--- src/sv/usgp_pkg.sv ---
package usgp_pkg;

  // Parser states. Sensor and gain fields share one state each; the field
  // number is held in a separate slot counter.
  typedef enum logic [3:0] {
    ST_IDLE,
    ST_TYPE,
    ST_S_COMMA,
    ST_S_FIELD,
    ST_AIRSPEED,
    ST_G_FIRST,
    ST_G_BODY,
    ST_K_COMMA,
    ST_K_FIELD
  } state_e;

  localparam logic [1:0] KIND_GPS      = 2'd0;
  localparam logic [1:0] KIND_SENSOR   = 2'd1;
  localparam logic [1:0] KIND_AIRSPEED = 2'd2;
  localparam logic [1:0] KIND_GAIN     = 2'd3;

  localparam logic [7:0] CH_DOLLAR = 8'h24;
  localparam logic [7:0] CH_S      = 8'h53;
  localparam logic [7:0] CH_G      = 8'h47;
  localparam logic [7:0] CH_K      = 8'h4B;
  localparam logic [7:0] CH_COMMA  = 8'h2C;
  localparam logic [7:0] CH_SPACE  = 8'h20;
  localparam logic [7:0] CH_CR     = 8'h0D;
  localparam logic [7:0] CH_LF     = 8'h0A;
  localparam logic [7:0] CH_ZERO   = 8'h30;
  localparam logic [7:0] CH_NINE   = 8'h39;

  localparam logic [2:0]  LAST_SLOT = 3'd5;
  localparam logic [15:0] ACC_MAX   = 16'hFFFF;

  // Result queue geometry; one byte may produce up to three results.
  localparam int FIFO_DEPTH = 4;
  localparam int PTR_W      = 2;
  localparam int CNT_W      = 3;
  localparam int MAX_PUSH   = 3;

  typedef struct packed {
    logic [1:0]  kind;
    logic [2:0]  slot;
    logic [15:0] value;
    logic        last;
  } result_t;

  typedef struct packed {
    logic [1:0]    n;
    result_t [2:0] r;
  } push_t;

endpackage

--- src/sv/usgp_parser.sv ---
module usgp_parser (
  input  logic             clk_i,
  input  logic             rst_ni,
  input  logic             in_valid_i,
  output logic             in_stall_o,
  input  logic [7:0]       rx_byte_i,
  input  logic             room_i,
  output usgp_pkg::push_t  push_o
);

  logic                  vld_q, vld_d;
  logic [7:0]            byte_q;
  usgp_pkg::state_e      st_q, st_d;
  logic [15:0]           acc_q, acc_d;
  logic [2:0]            slot_q, slot_d;
  logic                  fire, accept;
  logic                  is_digit, is_space;
  logic [19:0]           acc_mul;
  logic [15:0]           acc_dig;
  usgp_pkg::push_t       push;

  assign fire       = vld_q && room_i;
  assign in_stall_o = vld_q && !room_i;
  assign accept     = in_valid_i && !in_stall_o;

  assign is_digit = (byte_q >= usgp_pkg::CH_ZERO) && (byte_q <= usgp_pkg::CH_NINE);
  assign is_space = (byte_q == usgp_pkg::CH_SPACE);

  // Times ten as two shifts, then the digit, saturating at the top of 16 bits.
  assign acc_mul = ({4'd0, acc_q} << 3) + ({4'd0, acc_q} << 1) + {16'd0, byte_q[3:0]};
  assign acc_dig = (acc_mul > {4'd0, usgp_pkg::ACC_MAX}) ? usgp_pkg::ACC_MAX : acc_mul[15:0];

  always_comb begin
    st_d   = st_q;
    acc_d  = acc_q;
    slot_d = slot_q;
    push   = '0;
    case (st_q)
      usgp_pkg::ST_IDLE: begin
        if (byte_q == usgp_pkg::CH_DOLLAR) st_d = usgp_pkg::ST_TYPE;
      end
      usgp_pkg::ST_TYPE: begin
        if (byte_q == usgp_pkg::CH_S) st_d = usgp_pkg::ST_S_COMMA;
        else if (byte_q == usgp_pkg::CH_G) st_d = usgp_pkg::ST_G_FIRST;
        else if (byte_q == usgp_pkg::CH_K) st_d = usgp_pkg::ST_K_COMMA;
        else st_d = usgp_pkg::ST_IDLE;
      end
      usgp_pkg::ST_S_COMMA, usgp_pkg::ST_K_COMMA: begin
        slot_d = 3'd0;
        if (byte_q != usgp_pkg::CH_COMMA) st_d = usgp_pkg::ST_IDLE;
        else if (st_q == usgp_pkg::ST_S_COMMA) st_d = usgp_pkg::ST_S_FIELD;
        else st_d = usgp_pkg::ST_K_FIELD;
      end
      usgp_pkg::ST_S_FIELD: begin
        if (byte_q == usgp_pkg::CH_COMMA) begin
          push.n    = 2'd1;
          push.r[0] = '{kind: usgp_pkg::KIND_SENSOR, slot: slot_q, value: acc_q, last: 1'b1};
          acc_d     = '0;
          if (slot_q == usgp_pkg::LAST_SLOT) begin
            st_d   = usgp_pkg::ST_AIRSPEED;
            slot_d = 3'd0;
          end else begin
            slot_d = slot_q + 3'd1;
          end
        end else if (is_digit) begin
          acc_d = acc_dig;
        end else if (!is_space) begin
          acc_d = '0;
          st_d  = usgp_pkg::ST_IDLE;
        end
      end
      usgp_pkg::ST_AIRSPEED: begin
        if (byte_q == usgp_pkg::CH_CR) begin
          push.n    = 2'd1;
          push.r[0] = '{kind: usgp_pkg::KIND_AIRSPEED, slot: 3'd0, value: acc_q, last: 1'b1};
          acc_d     = '0;
          st_d      = usgp_pkg::ST_IDLE;
        end else if (is_digit) begin
          acc_d = acc_dig;
        end else if (!is_space) begin
          acc_d = '0;
          st_d  = usgp_pkg::ST_IDLE;
        end
      end
      usgp_pkg::ST_G_FIRST: begin
        // The held prefix goes out ahead of the first body byte.
        push.r[0] = '{kind: usgp_pkg::KIND_GPS, slot: 3'd0,
                      value: {8'd0, usgp_pkg::CH_DOLLAR}, last: 1'b0};
        if (byte_q == usgp_pkg::CH_DOLLAR) begin
          push.n    = 2'd2;
          push.r[1] = '{kind: usgp_pkg::KIND_GPS, slot: 3'd0,
                        value: {8'd0, usgp_pkg::CH_G}, last: 1'b1};
          st_d      = usgp_pkg::ST_TYPE;
        end else begin
          push.n    = 2'd3;
          push.r[1] = '{kind: usgp_pkg::KIND_GPS, slot: 3'd0,
                        value: {8'd0, usgp_pkg::CH_G}, last: 1'b0};
          push.r[2] = '{kind: usgp_pkg::KIND_GPS, slot: 3'd0, value: {8'd0, byte_q}, last: 1'b1};
          st_d      = usgp_pkg::ST_G_BODY;
        end
      end
      usgp_pkg::ST_G_BODY: begin
        if (byte_q == usgp_pkg::CH_DOLLAR) begin
          st_d = usgp_pkg::ST_TYPE;
        end else begin
          push.n    = 2'd1;
          push.r[0] = '{kind: usgp_pkg::KIND_GPS, slot: 3'd0, value: {8'd0, byte_q}, last: 1'b1};
        end
      end
      usgp_pkg::ST_K_FIELD: begin
        if (byte_q == usgp_pkg::CH_CR || byte_q == usgp_pkg::CH_LF) begin
          push.n    = 2'd1;
          push.r[0] = '{kind: usgp_pkg::KIND_GAIN, slot: slot_q, value: acc_q, last: 1'b1};
          acc_d     = '0;
          st_d      = usgp_pkg::ST_IDLE;
        end else if (byte_q == usgp_pkg::CH_COMMA) begin
          push.n    = 2'd1;
          push.r[0] = '{kind: usgp_pkg::KIND_GAIN, slot: slot_q, value: acc_q, last: 1'b1};
          acc_d     = '0;
          if (slot_q == usgp_pkg::LAST_SLOT) st_d = usgp_pkg::ST_IDLE;
          else slot_d = slot_q + 3'd1;
        end else if (is_digit) begin
          acc_d = acc_dig;
        end else if (!is_space) begin
          acc_d = '0;
          st_d  = usgp_pkg::ST_IDLE;
        end
      end
      default: begin
        acc_d = '0;
        st_d  = usgp_pkg::ST_IDLE;
      end
    endcase
  end

  always_comb begin
    push_o = push;
    if (!fire) push_o.n = 2'd0;
  end

  always_comb begin
    vld_d = vld_q;
    if (accept) vld_d = 1'b1;
    else if (fire) vld_d = 1'b0;
  end

  always_ff @(posedge clk_i or negedge rst_ni) begin
    if (!rst_ni) begin
      vld_q  <= 1'b0;
      st_q   <= usgp_pkg::ST_IDLE;
      acc_q  <= '0;
      slot_q <= '0;
    end else begin
      vld_q <= vld_d;
      if (fire) begin
        st_q   <= st_d;
        acc_q  <= acc_d;
        slot_q <= slot_d;
      end
    end
  end

  always_ff @(posedge clk_i) begin
    if (accept) byte_q <= rx_byte_i;
  end

  a_no_push_without_fire: assert property (@(posedge clk_i) disable iff (!rst_ni)
    !fire |-> push_o.n == 2'd0)
    else $error("results pushed while the held byte was not consumed");

  a_triple_only_gps_entry: assert property (@(posedge clk_i) disable iff (!rst_ni)
    push_o.n == 2'd3 |-> st_q == usgp_pkg::ST_G_FIRST)
    else $error("three results outside GPS entry");

  a_slot_in_range: assert property (@(posedge clk_i) disable iff (!rst_ni)
    fire |=> slot_q <= usgp_pkg::LAST_SLOT)
    else $error("field slot beyond the sixth field");

endmodule

--- src/sv/usgp_result_fifo.sv ---
module usgp_result_fifo (
  input  logic                  clk_i,
  input  logic                  rst_ni,
  input  usgp_pkg::push_t       push_i,
  output logic                  room_o,
  output logic                  out_valid_o,
  input  logic                  out_stall_i,
  output usgp_pkg::result_t     head_o
);

  usgp_pkg::result_t               mem_q [usgp_pkg::FIFO_DEPTH];
  logic [usgp_pkg::PTR_W-1:0]      wr_ptr_q, wr_ptr_d, rd_ptr_q, rd_ptr_d;
  logic [usgp_pkg::CNT_W-1:0]      count_q, count_d;
  logic                            pop;

  assign out_valid_o = (count_q != '0);
  assign pop         = out_valid_o && !out_stall_i;
  assign head_o      = mem_q[rd_ptr_q];
  assign room_o      = count_q <= usgp_pkg::CNT_W'(usgp_pkg::FIFO_DEPTH - usgp_pkg::MAX_PUSH);

  always_comb begin
    wr_ptr_d = wr_ptr_q + usgp_pkg::PTR_W'(push_i.n);
    rd_ptr_d = rd_ptr_q + usgp_pkg::PTR_W'(pop);
    count_d  = count_q + usgp_pkg::CNT_W'(push_i.n) - usgp_pkg::CNT_W'(pop);
  end

  always_ff @(posedge clk_i or negedge rst_ni) begin
    if (!rst_ni) begin
      wr_ptr_q <= '0;
      rd_ptr_q <= '0;
      count_q  <= '0;
    end else begin
      wr_ptr_q <= wr_ptr_d;
      rd_ptr_q <= rd_ptr_d;
      count_q  <= count_d;
    end
  end

  always_ff @(posedge clk_i) begin
    for (int k = 0; k < usgp_pkg::MAX_PUSH; k++) begin
      if (k < int'(push_i.n)) mem_q[wr_ptr_q + usgp_pkg::PTR_W'(k)] <= push_i.r[k];
    end
  end

  a_count_bounded: assert property (@(posedge clk_i) disable iff (!rst_ni)
    count_q <= usgp_pkg::CNT_W'(usgp_pkg::FIFO_DEPTH))
    else $error("result queue overfilled");

  a_push_needs_room: assert property (@(posedge clk_i) disable iff (!rst_ni)
    push_i.n != 2'd0 |-> room_o)
    else $error("push into a queue without room for a full burst");

endmodule

--- src/sv/uplink_sensor_gain_message_parser.sv ---
// Uplink message parser. One ASCII byte is taken per input transfer and run
// through a preamble state machine: "$S," yields six sensor fields and a
// carriage-return-ended airspeed in hundredths, "$K," yields up to six gain
// fields, and "$G" forwards '$', 'G' and every following byte to the GPS sink
// until the next '$'. Fields are decimal and saturate at 65535; spaces are
// skipped and any other stray character drops the message silently. Each
// output transfer carries one result; last marks the final result caused by
// a byte. Rate: bytes that produce no result or one result flow at one byte
// per cycle while the sink keeps up. The byte that follows "$G" produces
// three results at once (two if it is itself a '$'); these land in a
// four-entry result queue, and the parser holds its next byte until the
// queue is down to one entry. The queue's room check is what sets the pace.
// The first result of a byte passes through the input register and then the
// result queue before it is offered at the output.
module uplink_sensor_gain_message_parser (
  input  logic        clk_i,
  input  logic        rst_ni,
  input  logic        in_valid_i,
  output logic        in_stall_o,
  input  logic [7:0]  rx_byte_i,
  output logic        out_valid_o,
  input  logic        out_stall_i,
  output logic [1:0]  kind_o,
  output logic [2:0]  slot_o,
  output logic [15:0] value_o,
  output logic        last_o
);

  usgp_pkg::push_t    push;
  usgp_pkg::result_t  head;
  logic               room;

  // Input register, state machine and accumulator.
  usgp_parser u_parser (
    .clk_i      (clk_i),
    .rst_ni     (rst_ni),
    .in_valid_i (in_valid_i),
    .in_stall_o (in_stall_o),
    .rx_byte_i  (rx_byte_i),
    .room_i     (room),
    .push_o     (push)
  );

  // Result queue, which also decouples the sink's stall from the parser.
  usgp_result_fifo u_fifo (
    .clk_i       (clk_i),
    .rst_ni      (rst_ni),
    .push_i      (push),
    .room_o      (room),
    .out_valid_o (out_valid_o),
    .out_stall_i (out_stall_i),
    .head_o      (head)
  );

  assign kind_o  = head.kind;
  assign slot_o  = head.slot;
  assign value_o = head.value;
  assign last_o  = head.last;

endmodule
--- config.mk ---
export PLATFORM = sky130hd
export DESIGN_NAME = uplink_sensor_gain_message_parser
export DESIGN_NICKNAME = d
export VERILOG_FILES = /design/src/sv/usgp_pkg.sv /design/src/sv/usgp_parser.sv /design/src/sv/usgp_result_fifo.sv /design/src/sv/uplink_sensor_gain_message_parser.sv
export SDC_FILE = /design/constraint.sdc
export NUM_CORES = 1
export LEC_CHECK = 0
export ABC_AREA = 1
export BUFFER_PORTS_ARGS = -buffer_cell sky130_fd_sc_hd__buf_4
export CORE_AREA = 2 2 138 140
export CTS_BUF_LIST = sky130_fd_sc_hd__clkbuf_4 sky130_fd_sc_hd__clkbuf_8
export CTS_CLUSTER_SIZE = 28
export DETAILED_ROUTE_END_ITERATION = 8
export DIE_AREA = 0 0 140 142
export GPL_ROUTABILITY_DRIVEN = 0
export PLACE_DENSITY = 0.68
export REMOVE_ABC_BUFFERS = 1
export SLEW_MARGIN = 20
export SYNTH_ARGS = -nofsm -noshare
export SYNTH_HDL_FRONTEND = slang
export SYNTH_SLANG_ARGS = --single-unit
--- constraint.sdc ---
create_clock -name clk_i -period 5.5 [get_ports clk_i]
set_input_delay 0.825 -clock clk_i [delete_from_list [all_inputs] [get_ports clk_i]]
set_output_delay 0.825 -clock clk_i [all_outputs]
set_load 0.01 [all_outputs]
==> impl_metrics.json <==
{
  "pin_count": 36,
  "post_cts_buffers": 0,
  "maxSlewViolCount": 0,
  "grt-ovfl-total": 0,
  "hold_viol_final": 0,
  "nets": 1138,
  "finalSetupTns_ps": 0,
  "layout_common_cells": "nand2_1, nor2_1, nand3_1",
  "slew_headroom": 0.3051,
  "fillers": 1835,
  "drive_gt1_frac": 0.1012,
  "antenna_found_initial": 0,
  "grt_max_degree": 70,
  "worstMarginPinSlew_ps": 1036,
  "dr_total_vias": 7551,
  "leakage_nw": 4.062,
  "setup_viol": 0,
  "hold_class": "input port to async pin",
  "die_area_sq_um": 19880,
  "syn_area_per_cell_sq_um": 7.382,
  "fin_crit_ps": 3617,
  "route.detailed.drc": 2,
  "synth_top_area_frac": 0.1664,
  "synth-edff-count": 44,
  "ys.flop_type": "dfxtp_1",
  "fp-row-count": 50,
  "final_common_cell": "nand2_1",
  "tritoncts": "done",
  "die_h_um": 142,
  "fin_crit_sh": 0.6576,
  "viasPerCell": 5.673,
  "crit_start": "u_parser.st_q[2]$_DFFE_PN0P_",
  "power_mw": 2.939,
  "final-instance-count-excl-fill": 1331,
  "irDropWorstVdd_mv": 0.1849,
  "totalWireLength_um": 21940,
  "dp_slack_ps": 1971,
  "r2r_end": "u_fifo.mem_q[2][8]$_DFFE_PP_",
  "drt-initial-drc-count": 929,
  "cts.repair.resized": 0,
  "clock_path_buffers": 2,
  "clkSlewWorstSetupHoldPaths_ps": 80,
  "whs_ps": 296.0,
  "required_ps": 5600,
  "violations": "DRC",
  "drv_cap": 0,
  "worst_slack_ps": 1883,
  "critical_path_class": "flip-flop to flip-flop",
  "dp_cells": 1300,
  "ys_seq_area_frac": 0.3951,
  "clk_latency_ps": 450,
  "grt_pass1_vias": 6873,
  "firstDrtPassIters": 7,
  "cp_data_arrival_time_ps": 3720,
  "wl_per_cell_um": 16.48,
  "yosys.area.top_type": "edfxtp_1",
  "fmax_ghz": 0.2765,
  "grt.total_usage": 0.2266,
  "antenna_cells": 0,
  "synth_area_sq_um": 7943,
  "synth.top_cells.by_area": "edfxtp_1, dfxtp_1, nand2_1",
  "die_x_um": 140,
  "ys_ff_latch": 127,
  "cp-end-kind": "flip-flop",
  "grt_pass1_wl_um": 36110,
  "cp-endpoint": "u_fifo.mem_q[2][8]$_DFFE_PP_",
  "io_buffers": 35,
  "cts_made_buffers": 17,
  "yosys_warnings": 0,
  "r2r_setup_slack_ps": 1880,
  "cts.sinks": 127,
  "core_area_sq_um": 18460,
  "synthArstFlopShare": 0.2441,
  "timing.rr.start": "u_parser.st_q[2]$_DFFE_PN0P_",
  "cts-hold-fix-buffers": 0,
  "power.density_nw_per_um2": 333.7,
  "start_util": 0.4304,
  "clockRootBuffer": "clkbuf_8",
  "htreeDepth": 4,
  "synthCells": 1076,
  "finalClockSkew_ps": 12.19,
  "start_kind": "flip-flop",
  "cp_max_fo": 69,
  "status": "finished, violations left",
  "rsz0062_at_grt": "false",
  "drtAntennaViolNets": 0,
  "dp_hpwl_um": 15190,
  "synth_cell_types": 45,
  "r2r_cells": 10,
  "area_growth_pct": 10.87
}
==> worst min path at each step <==
stage / cells after the start / to / startpoint / slack [ps]
finish: 1 / u_parser.st_q[1]$_DFFE_PN0P_ / rst_ni / 300
floorplan: 2 / u_fifo.mem_q[1][17]$_SDFFE_PP0P_ / u_fifo.mem_q[1][17]$_SDFFE_PP0P_ / 440
detailed placement: 2 / u_fifo.mem_q[2][17]$_SDFFE_PP0P_ / u_fifo.mem_q[2][17]$_SDFFE_PP0P_ / 450
global placement: 2 / u_fifo.mem_q[2][20]$_SDFFE_PP0P_ / u_fifo.mem_q[2][20]$_SDFFE_PP0P_ / 450
global route: 1 / u_parser.st_q[1]$_DFFE_PN0P_ / rst_ni / 330
CTS: 1 / u_parser.st_q[0]$_DFFE_PN0P_ / rst_ni / 300
==> report_power, final <==
part	total, mW	internal (mW)	switching (mW)
Combinational	0.843	0.318	0.525
Clock	0.994	0.599	0.396
Sequential	1.10	1.02	0.0825
Total	2.94	1.94	1.00
==> cells in the mapped netlist (11+ instances only) <==
cell / number
o211ai_1: 14
inv_1: 55
clkbuf_1: 31
nand2_1: 225
edfxtp_1: 44
o22ai_1: 36
dfrtp_1: 31
o21ai_0: 67
nand4_1: 13
ha_1: 38
inv_2: 11
buf_2: 12
nor2_1: 165
a21oi_1: 86
nand3_1: 119
dfxtp_1: 52
==> layer usage <==
metal	vias to the layer above	GRT usage	share of wire
met2	319	0.3536	0.44
met1	3497	0.3215	0.47
li1	3692	-	-
met4	0	0.06805	0.019
met3	43	0.04307	0.073
met5	-	0	0
==> flip-flops by register name (all words and copies together), names as in the netlist <==
register / count
u_parser.acc_q: 16
u_fifo.wr_ptr_q: 2
u_fifo.mem_q: 88
u_parser.vld_q: 1
u_parser.slot_q: 3
u_fifo.count_q: 3
u_parser.byte_q: 8
u_fifo.rd_ptr_q: 2
u_parser.st_q: 4
==> logic make-up (layout without fill, tap and decap cells) <==
family | count (synthesis) | in the layout | share of synthesized area
AND/OR/NAND/NOR | 554 | 554 | 0.3043
AO/OA/AOI/OAI | 219 | 219 | 0.1542
flip-flops | 127 | 127 | 0.3951
buffers and inverters | 121 | 142 | 0.06333
adder cells (fa/ha/maj) | 41 | 41 | 0.06742
XOR/XNOR | 13 | 13 | 0.01434
multiplexers | 1 | 1 | 0.001260
==> worst max-delay path, cell delays in order (launching register included) <==
cell,delay [ps]
dfrtp_1,490
nand2_2,170
nor3_4,540
nand2_1,270
nand2_1,140
inv_2,50
nand4_4,130
nand2_2,110
nand2_4,520
nand2_1,370
nand2_1,450
==> through the flow <==
stage               utilization  instance area [sq um]
floorplan                     -                   7695
global placement         0.4508                   8320
detailed placement       0.4511                   8325
CTS                      0.4772                   8806
global route             0.4772                   8806
finish                   0.4772                   8806
==> final cells by class <==
| type | instances | area [sq um] | share of cell area |
|---|---|---|---|
| multi-input combinational | 828 | 4317 | 0.4902 |
| sequential | 127 | 3138 | 0.3564 |
| timing repair buffer | 43 | 322.8 | 0.03666 |
| tap | 234 | 292.8 | 0.03325 |
| inverter | 68 | 255.2 | 0.02899 |
| clock buffer | 18 | 247.7 | 0.02813 |
| clock inverter | 13 | 232.7 | 0.02643 |
(Power assumes the default switching activity.)
